File: src/hdl/bpt_pkg.sv
`timescale 1ns / 1ps

package bpt_pkg;

    // Field widths and bus layout
    localparam int FRAC_BITS_DEF = 24;
    localparam int ADV_W         = 26;
    localparam int COORD_W       = 24;
    localparam int POS_W         = 25;
    localparam int PT_W          = 16;
    localparam int NUM_REGS      = 8;
    localparam int CFG_IDX_W     = 3;
    localparam int S_TDATA_W     = 32;
    localparam int M_TDATA_W     = 80;
    localparam int STEP_W        = 4;

    // Control point reset values: x0..x3 then z0..z3
    localparam logic signed [PT_W-1:0] PT_RESET [NUM_REGS] = '{
        -16'sd5000, -16'sd1000, 16'sd1000, 16'sd5000,
        16'sd20000, -16'sd8000, -16'sd8000, 16'sd20000
    };

    // Multiplier operand A source
    typedef enum logic [2:0] {
        A_NONE = 3'd0,
        A_U    = 3'd1,
        A_T    = 3'd2,
        A_UU   = 3'd3,
        A_TT   = 3'd4,
        A_PT   = 3'd5
    } a_sel_t;

    // Multiplier operand B source
    typedef enum logic [1:0] {
        B_NONE = 2'd0,
        B_U    = 2'd1,
        B_T    = 2'd2,
        B_W    = 2'd3
    } b_sel_t;

    // Destination of the product registered in the previous step
    typedef enum logic [3:0] {
        WB_NONE    = 4'd0,
        WB_U       = 4'd1,
        WB_UU      = 4'd2,
        WB_TT      = 4'd3,
        WB_W0      = 4'd4,
        WB_W1      = 4'd5,
        WB_W2      = 4'd6,
        WB_W3      = 4'd7,
        WB_ACC_LD  = 4'd8,
        WB_ACC_ADD = 4'd9,
        WB_COORD   = 4'd10
    } wb_sel_t;

    // Sequencing: next step, or loop back for the second axis / finish
    typedef enum logic {
        JMP_NEXT = 1'b0,
        JMP_AXIS = 1'b1
    } jmp_t;

    typedef struct packed {
        a_sel_t            a_sel;
        b_sel_t            b_sel;
        logic [1:0]        idx;
        wb_sel_t           wb;
        jmp_t              jmp;
        logic [STEP_W-1:0] target;
    } ucode_t;

    localparam logic [STEP_W-1:0] LOOP_START = 4'd8;

    // Microprogram: weights first, then one pass per axis through the
    // control points. Write-back lags the multiply by one step.
    function automatic ucode_t ucode_rom(input logic [STEP_W-1:0] step);
        ucode_t w;
        w = '{A_NONE, B_NONE, 2'd0, WB_NONE, JMP_AXIS, LOOP_START};
        case (step)
            4'd0:  w = '{A_NONE, B_NONE, 2'd0, WB_U,       JMP_NEXT, LOOP_START};
            4'd1:  w = '{A_U,    B_U,    2'd0, WB_NONE,    JMP_NEXT, LOOP_START};
            4'd2:  w = '{A_T,    B_T,    2'd0, WB_UU,      JMP_NEXT, LOOP_START};
            4'd3:  w = '{A_UU,   B_U,    2'd0, WB_TT,      JMP_NEXT, LOOP_START};
            4'd4:  w = '{A_UU,   B_T,    2'd0, WB_W0,      JMP_NEXT, LOOP_START};
            4'd5:  w = '{A_TT,   B_U,    2'd0, WB_W1,      JMP_NEXT, LOOP_START};
            4'd6:  w = '{A_TT,   B_T,    2'd0, WB_W2,      JMP_NEXT, LOOP_START};
            4'd7:  w = '{A_NONE, B_NONE, 2'd0, WB_W3,      JMP_NEXT, LOOP_START};
            4'd8:  w = '{A_PT,   B_W,    2'd0, WB_NONE,    JMP_NEXT, LOOP_START};
            4'd9:  w = '{A_PT,   B_W,    2'd1, WB_ACC_LD,  JMP_NEXT, LOOP_START};
            4'd10: w = '{A_PT,   B_W,    2'd2, WB_ACC_ADD, JMP_NEXT, LOOP_START};
            4'd11: w = '{A_PT,   B_W,    2'd3, WB_ACC_ADD, JMP_NEXT, LOOP_START};
            4'd12: w = '{A_NONE, B_NONE, 2'd0, WB_ACC_ADD, JMP_NEXT, LOOP_START};
            4'd13: w = '{A_NONE, B_NONE, 2'd0, WB_COORD,   JMP_AXIS, LOOP_START};
            default: w = '{A_NONE, B_NONE, 2'd0, WB_NONE, JMP_AXIS, LOOP_START};
        endcase
        return w;
    endfunction

endpackage

File: src/hdl/bezier_path_tracker.sv
// One item is in flight at a time; a 14-step microprogram drives one shared
// multiplier, with the control-point pass (6 steps) run once per axis.
// A finished result waits in the output register while the next item is taken.
// Reset (aresetn low, synchronous): t cleared to zero, control points to their
// defaults, sequencer idle, no result pending.
`timescale 1ns / 1ps

module bezier_path_tracker #(
    parameter int FRAC_BITS = bpt_pkg::FRAC_BITS_DEF
) (
    input  logic                                aclk,
    input  logic                                aresetn,
    // advance[25:0]
    input  logic                                s_tvalid,
    output logic                                s_tready,
    input  logic [bpt_pkg::S_TDATA_W-1:0]       s_tdata,
    // point_x[23:0], point_z[47:24], position[72:48]
    output logic                                m_tvalid,
    input  logic                                m_tready,
    output logic [bpt_pkg::M_TDATA_W-1:0]       m_tdata,
    input  logic                                cfg_valid,
    output logic                                cfg_ready,
    input  logic [bpt_pkg::CFG_IDX_W-1:0]       cfg_index,
    input  logic [bpt_pkg::PT_W-1:0]            cfg_data
);
    import bpt_pkg::*;

    localparam int ONE_W  = FRAC_BITS + 1;
    localparam int W_W    = FRAC_BITS + 3;
    localparam int AW     = (FRAC_BITS + 2 > PT_W + 1) ? FRAC_BITS + 2 : PT_W + 1;
    localparam int BW     = FRAC_BITS + 4;
    localparam int PW     = AW + BW;
    localparam int FIX_W  = 2 * FRAC_BITS + 1;
    localparam int SUM_W  = ((ONE_W > ADV_W) ? ONE_W : ADV_W) + 2;
    localparam int ACC_W  = FRAC_BITS + 22;
    localparam int PAD_W  = M_TDATA_W - POS_W - 2 * COORD_W;

    localparam logic [ONE_W-1:0]        ONE      = {1'b1, {FRAC_BITS{1'b0}}};
    localparam logic [FIX_W-1:0]        FIX_HALF = FIX_W'(1) << (FRAC_BITS - 1);
    localparam logic signed [ACC_W-1:0] RND_HALF = ACC_W'(1) << (FRAC_BITS - 9);
    localparam logic signed [ACC_W-1:0] CMAX     = ACC_W'(24'sh7FFFFF);
    localparam logic signed [ACC_W-1:0] CMIN     = ACC_W'(24'sh800000);

    // Control state
    logic                  busy_reg;
    logic [STEP_W-1:0]     step_reg;
    logic                  axis_reg;
    logic                  m_tvalid_reg;
    logic [M_TDATA_W-1:0]  m_tdata_reg;
    logic [ONE_W-1:0]      t_reg;
    logic signed [PT_W-1:0] pts_reg [NUM_REGS];

    // Datapath registers
    logic [ONE_W-1:0]        u_reg, uu_reg, tt_reg;
    logic [W_W-1:0]          w_reg [4];
    logic signed [PW-1:0]    prod_reg;
    logic                    byp_flag_reg;
    logic [ONE_W-1:0]        byp_val_reg;
    logic signed [ACC_W-1:0] acc_reg;
    logic [COORD_W-1:0]      x_reg;

    ucode_t                  uc;
    logic [ONE_W-1:0]        fa, fb;
    logic signed [PT_W-1:0]  pt;
    logic signed [AW-1:0]    mul_a;
    logic signed [BW-1:0]    mul_b;
    logic                    byp_flag;
    logic [ONE_W-1:0]        byp_val;
    logic [FIX_W-1:0]        fix_sum;
    logic [ONE_W-1:0]        fix_res;
    logic [W_W-1:0]          fix_x3;
    logic signed [ACC_W-1:0] prod_acc;
    logic signed [ACC_W-1:0] rnd;
    logic [COORD_W-1:0]      coord;
    logic signed [SUM_W-1:0] t_sum;
    logic [ONE_W-1:0]        t_wrap;
    logic                    out_free;
    logic                    out_load;

    assign s_tready  = !busy_reg;
    assign cfg_ready = 1'b1;
    assign m_tvalid  = m_tvalid_reg;
    assign m_tdata   = m_tdata_reg;
    assign out_free  = !m_tvalid_reg || m_tready;

    assign uc = ucode_rom(step_reg);

    // z pass done and the output register can take the beat
    assign out_load = busy_reg && (uc.jmp == JMP_AXIS) && axis_reg && out_free;

    // Parameter update with wrap at both ends
    always_comb begin
        t_sum = SUM_W'($signed({1'b0, t_reg})) + SUM_W'($signed(s_tdata[ADV_W-1:0]));
        if (t_sum > SUM_W'($signed({1'b0, ONE}))) begin
            t_wrap = '0;
        end else if (t_sum[SUM_W-1]) begin
            t_wrap = ONE;
        end else begin
            t_wrap = t_sum[ONE_W-1:0];
        end
    end

    // Operand selection for the shared multiplier
    always_comb begin
        case (uc.a_sel)
            A_U:     fa = u_reg;
            A_T:     fa = t_reg;
            A_UU:    fa = uu_reg;
            A_TT:    fa = tt_reg;
            default: fa = '0;
        endcase
        case (uc.b_sel)
            B_U:     fb = u_reg;
            B_T:     fb = t_reg;
            default: fb = '0;
        endcase
        pt = pts_reg[{axis_reg, uc.idx}];
        mul_a = (uc.a_sel == A_PT) ? AW'(pt) : AW'($signed({1'b0, fa}));
        mul_b = (uc.b_sel == B_W) ? BW'($signed({1'b0, w_reg[uc.idx]}))
                                  : BW'($signed({1'b0, fb}));
        // a factor of exactly one passes the other factor through
        byp_flag = 1'b1;
        if (fa == ONE) begin
            byp_val = fb;
        end else if (fb == ONE) begin
            byp_val = fa;
        end else begin
            byp_flag = 1'b0;
            byp_val  = fa;
        end
    end

    // Write-back values from the registered product
    always_comb begin
        fix_sum  = {1'b0, prod_reg[2*FRAC_BITS-1:0]} + FIX_HALF;
        fix_res  = byp_flag_reg ? byp_val_reg : ONE_W'(fix_sum >> FRAC_BITS);
        fix_x3   = W_W'(fix_res) + (W_W'(fix_res) << 1);
        prod_acc = ACC_W'(prod_reg);
        rnd      = (acc_reg + RND_HALF) >>> (FRAC_BITS - 8);
        if (rnd > CMAX) begin
            coord = CMAX[COORD_W-1:0];
        end else if (rnd < CMIN) begin
            coord = CMIN[COORD_W-1:0];
        end else begin
            coord = rnd[COORD_W-1:0];
        end
    end

    // Datapath: multiply and write back under the current control word
    always_ff @(posedge aclk) begin
        if (busy_reg) begin
            prod_reg     <= mul_a * mul_b;
            byp_flag_reg <= byp_flag;
            byp_val_reg  <= byp_val;
            case (uc.wb)
                WB_U:       u_reg    <= ONE - t_reg;
                WB_UU:      uu_reg   <= fix_res;
                WB_TT:      tt_reg   <= fix_res;
                WB_W0:      w_reg[0] <= W_W'(fix_res);
                WB_W1:      w_reg[1] <= fix_x3;
                WB_W2:      w_reg[2] <= fix_x3;
                WB_W3:      w_reg[3] <= W_W'(fix_res);
                WB_ACC_LD:  acc_reg  <= prod_acc;
                WB_ACC_ADD: acc_reg  <= acc_reg + prod_acc;
                WB_COORD: begin
                    if (!axis_reg) begin
                        x_reg <= coord;
                    end
                end
                default: ;
            endcase
        end
    end

    // Sequencer, configuration registers and output register
    always_ff @(posedge aclk) begin
        if (!aresetn) begin
            busy_reg     <= 1'b0;
            step_reg     <= '0;
            axis_reg     <= 1'b0;
            m_tvalid_reg <= 1'b0;
            t_reg        <= '0;
            for (int i = 0; i < NUM_REGS; i++) begin
                pts_reg[i] <= PT_RESET[i];
            end
        end else begin
            if (out_load) begin
                m_tvalid_reg <= 1'b1;
                m_tdata_reg  <= {{PAD_W{1'b0}}, POS_W'(t_reg), coord, x_reg};
            end else if (m_tvalid_reg && m_tready) begin
                m_tvalid_reg <= 1'b0;
            end
            if (cfg_valid) begin
                pts_reg[cfg_index] <= cfg_data;
            end
            if (s_tvalid && !busy_reg) begin
                t_reg    <= t_wrap;
                busy_reg <= 1'b1;
                step_reg <= '0;
                axis_reg <= 1'b0;
            end else if (busy_reg) begin
                case (uc.jmp)
                    JMP_NEXT: step_reg <= step_reg + 1'b1;
                    JMP_AXIS: begin
                        if (!axis_reg) begin
                            axis_reg <= 1'b1;
                            step_reg <= uc.target;
                        end else if (out_free) begin
                            // z finished: result beat goes out, sequencer idles
                            busy_reg <= 1'b0;
                        end
                    end
                    default: step_reg <= step_reg + 1'b1;
                endcase
            end
        end
    end

endmodule

File: config.mk
export PLATFORM = sky130hd
export DESIGN_NAME = bezier_path_tracker
export DESIGN_NICKNAME = d
export VERILOG_FILES = /design/src/hdl/bpt_pkg.sv /design/src/hdl/bezier_path_tracker.sv
export SDC_FILE = /design/constraint.sdc
export NUM_CORES = 2
export LEC_CHECK = 0
export BUFFER_PORTS_ARGS = -buffer_cell sky130_fd_sc_hd__buf_2
export CAP_MARGIN = 25
export CORE_ASPECT_RATIO = 0.5
export CORE_MARGIN = 4
export CORE_UTILIZATION = 55
export CTS_CLUSTER_DIAMETER = 100
export CTS_CLUSTER_SIZE = 10
export DETAILED_ROUTE_END_ITERATION = 16
export HOLD_SLACK_MARGIN = 0.03
export PLACE_DENSITY = 0.74
export SLEW_MARGIN = 25
export SYNTH_ARGS = -nofsm -noshare
export SYNTH_HDL_FRONTEND = slang
export SYNTH_SLANG_ARGS = --single-unit
File: constraint.sdc
create_clock -name aclk -period 9.5 [get_ports aclk]
set_input_delay 0.95 -clock aclk [delete_from_list [all_inputs] [get_ports aclk]]
set_output_delay 0.95 -clock aclk [all_outputs]
set_load 0.02 [all_outputs]
==> results.md <==
- Avg WL per Cell: 23.0 µm
- CP Data Arrival Time: 9.73 ns
- Met2 demand-to-capacity share in global routing: 46.5%
- Final WL: 146 mm
- Ratio of routed vias to standard cells: 6.01
- CTS HTree Levels: 3
- Relative contribution of sequential cells to total power: 48.9%
- Cell types occupying the most area after synthesis: edfxtp_1 31%, fa_1 24%, ha_1 7.2%
- EDFF count, synth: 524
- Number of input and output port buffers inserted: 124
- Row Count: 78
- Number of sinks on the clock net: 568
- Largest fanout on the critical path: 10
- Path type of the worst setup path: reg2reg
- Post-synthesis async set-or-reset flop share: 0%
- Final setup viols: 0
- Crit Reg-Reg Endpoint: prod_reg[45]
- Sequential element share of the synthesized area: 33.0%
- Final hold violation count: 0
- Final Cycle Share: 97.9%
- Required time worst endpoint: 9.93 ns
- Yosys cell types: 78
- Hold/Removal Path Class: reg2reg
- Flop and latch count out of synthesis: 568
- Number of synthesis warnings: 0
- Logic depth of the worst register-to-register path: 26
- Logic pwr share: 10.9%
- Post-synthesis instance total: 4857
- Area of the mapped netlist: 50300 µm²
- Filler instances: 7178
- Leak pwr: 24.1 nW
- Wire length of the first global-routing pass: 225 mm
- Layout overhead on the synthesized area: 11.2%
- DP Wirelength: 112 mm
- Hold worst-path end: m_tdata[20]
- Number of cells on the worst hold path: 0
- Count of antenna-violating nets left after detailed routing: 0
- Yosys top cell area share: 31.3%
- Multi-input gate area: 30400 µm²
- Start point of the worst min-delay path: x_reg[20]
- Net Sw Frac: 26.0%
- Part of the total power dissipated in the clock network: 40.3%
- Met3 demand-to-capacity share in global routing: 8.66%
- Number of nets in the layout: 6035
- Number of pins with negative max-slew slack in the final report: 0
- Start point of the critical path: uc[14]
- Final weighted congestion of routability-driven global placement: 1.01
- Total Die Area: 96700 µm²
- Clk_lat worst skew: 0.67 ns
- Highest-utilization routing layer at the global route stage: met2
- Peak ir drop on the vdd network: 0.000165 V
- Count of pins on the block boundary: 139
- Post-route clock skew: 0.0822 ns
- Share of post-route cells with drive strength above 1: 11.6%
- Starting Density: 55.5%
- Result of the run: finished clean
- Top flip-flop cell by instance count after synthesis: edfxtp_1
- Critical path endpoint category: register
- Global-route congestion overflow total: 0
- Initial antenna violation count: 1
- Setup repair after global routing missed its margin: no
- Number of flip-flops under the largest register name: 128
- Die width: 436 µm
- Count of unresolved DRC violations after routing: 0
- Core area: 90700 µm²
- Via count of the first global-routing pass: 38900
- GRT Resource Usage Total: 30.2%
- Total of max-cap violations: 0
- Register area: 16600 µm²
- Final core utilization: 61.7%
- TritonCTS buffer count: 66
- Total negative slack: 0 ns
- Cell taking the most area after synthesis: edfxtp_1
- Router iterations before antenna repair: 6
- CTS tree: built
- Measured slew at the worst slew-check pin: 1.10 ns
- Clock transition at path regs: 0.07 ns
- Worst-case register-to-register setup slack: 0.20 ns
- Final critical path time including I/O delays and setup: 9.30 ns
- Crit path launch type: register
- Max Fclk: 107 MHz
- Library cell used as clock root buffer: clkbuf_16
- Maximum clock path buffer count: 3
- Avg Inst Size Synth: 10.4 µm²
- Max transition margin: 26.2%
- Reg2Reg Launch Point: uc[14]
- Die height: 222 µm
- Switching power of the nets: 1.53 mW
- Via total after detailed routing: 38000
- Met1 usage: 40.7%
- Largest net degree at the start of global routing: 90
- DRT iter0 DRCs: 3796
- PwrDens: 105 nW/µm²
- Internal cell power: 4.35 mW
- Cts hold-fix bufs: 0
Yosys cell counts (13+ instances only):
library cell,n
a211oi_1,13
a21o_1,66
a21oi_1,127
a221oi_1,24
a22o_1,44
a22oi_1,34
a31oi_1,17
and2_1,134
and3_1,22
clkbuf_1,188
dfxtp_1,44
edfxtp_1,524
fa_1,594
ha_1,290
inv_1,729
mux2i_1,18
mux4_2,57
nand2_1,639
nand2b_1,77
nand3_1,61
nand4_1,39
nor2_1,335
nor2b_1,35
nor3_1,43
o21a_1,42
o21ai_0,186
o21ai_1,24
o21bai_1,25
o31ai_1,16
or2_2,27
or3_1,21
xnor2_1,115
xor2_1,82
metrics by stage:
step                total power, mW  cell area, µm²  cells  hold WS, ns  worst slack, ns
floorplan                      3.29           50400   4863        0.400            0.195
global placement               3.51           54000   6226        0.400            0.334
detailed placement             3.53           54000   6226        0.405            0.252
CTS                            5.88           55900   6324        0.410            0.198
global route                   6.06           56000   6325        0.410           0.0334
finish                         5.87           56000   6326        0.408            0.197
area by class of cell:
type	instances	area share, %
antenna	1	0.00447
clock buffer	91	3.12
clock inverter	7	0.340
inverter	730	4.90
multi-input combinational	3354	54.3
sequential	568	29.7
tap	1200	2.68
timing repair buffer	375	4.99
worst max path at each step:
stage / slack, ns / cells past startpoint / end
floorplan: 0.19 / 31 / prod_reg[45]
finish: 0.20 / 26 / prod_reg[45]
global route: 0.03 / 28 / prod_reg[38]
detailed placement: 0.25 / 31 / prod_reg[45]
CTS: 0.20 / 29 / prod_reg[41]
global placement: 0.33 / 29 / prod_reg[41]
what timing repair did:
action                     4_1_cts  5_1_grt
buffers inserted                 0        1
setup endpoints to repair        0       11
gates resized for setup          0        9
power groups by stage:
stage	clock network [mW]	logic (mW)	registers, mW
floorplan	0	0.390	2.90
global placement	0	0.592	2.91
detailed placement	0	0.614	2.92
CTS	2.40	0.619	2.87
global route	2.51	0.684	2.87
finish	2.36	0.638	2.87
placed cells by master (no fill, tap or decap), types with 16 or more instances in the layout:
master / instances
inv_1: 729
nand2_1: 638
fa_1: 594
edfxtp_1: 524
nor2_1: 331
ha_1: 287
buf_4: 228
o21ai_0: 174
and2_1: 134
a21oi_1: 125
buf_2: 124
xnor2_1: 115
xor2_1: 82
nand2b_1: 73
a21o_1: 66
clkbuf_16: 66
nand3_1: 61
mux4_2: 57
a22o_1: 43
o21a_1: 42
dfxtp_1: 41
nand4_1: 39
nor3_1: 39
nor2b_1: 34
a22oi_1: 34
o21ai_1: 31
or2_2: 27
o21bai_1: 25
clkbuf_1: 25
buf_12: 23
a221oi_1: 22
and3_1: 22
or3_1: 21
a31oi_1: 16
o31ai_1: 16
kinds of logic after synthesis:
group / count (synthesis) / synth area share (%)
other: 2 / 0.0149
xor gates and xnor gates: 197 / 3.43
DFF: 568 / 33.0
adders and majority gates: 884 / 30.8
muxes: 81 / 3.04
buffers and inverters: 941 / 7.10
AOI/OAI and AO/OA: 698 / 9.05
and+or+nand+nor: 1486 / 13.5
worst max-delay path: stages (launching register included):
cell and delay [ns]:
dfxtp_1 0.48, and3b_1 0.40, buf_4 0.28, nand3_1 0.26, o21a_1 0.75, nand2_1 0.17, fa_1 0.53, fa_1 0.55
inv_1 0.06, fa_1 0.52, inv_1 0.06, fa_1 0.57, inv_1 0.06, fa_1 0.45, fa_1 0.49, inv_1 0.05
fa_1 0.47, inv_1 0.04, ha_1 0.30, nand4_1 0.20, or3_1 0.43, o211ai_1 0.48, a221oi_2 0.22, o21a_1 0.26
or4b_2 0.69, nor2b_1 0.18, xnor2_1 0.13
layer usage:
| metal | vias up | part of all wire, % |
|---|---|---|
| met1 | 19000 | 39 |
| met3 | 420 | 12 |
| met5 | - | 0 |
| met2 | 2151 | 44 |
| met4 | 0 | 4.6 |
| li1 | 16500 | - |
No activity file was read; power rests on OpenSTA's default activity.
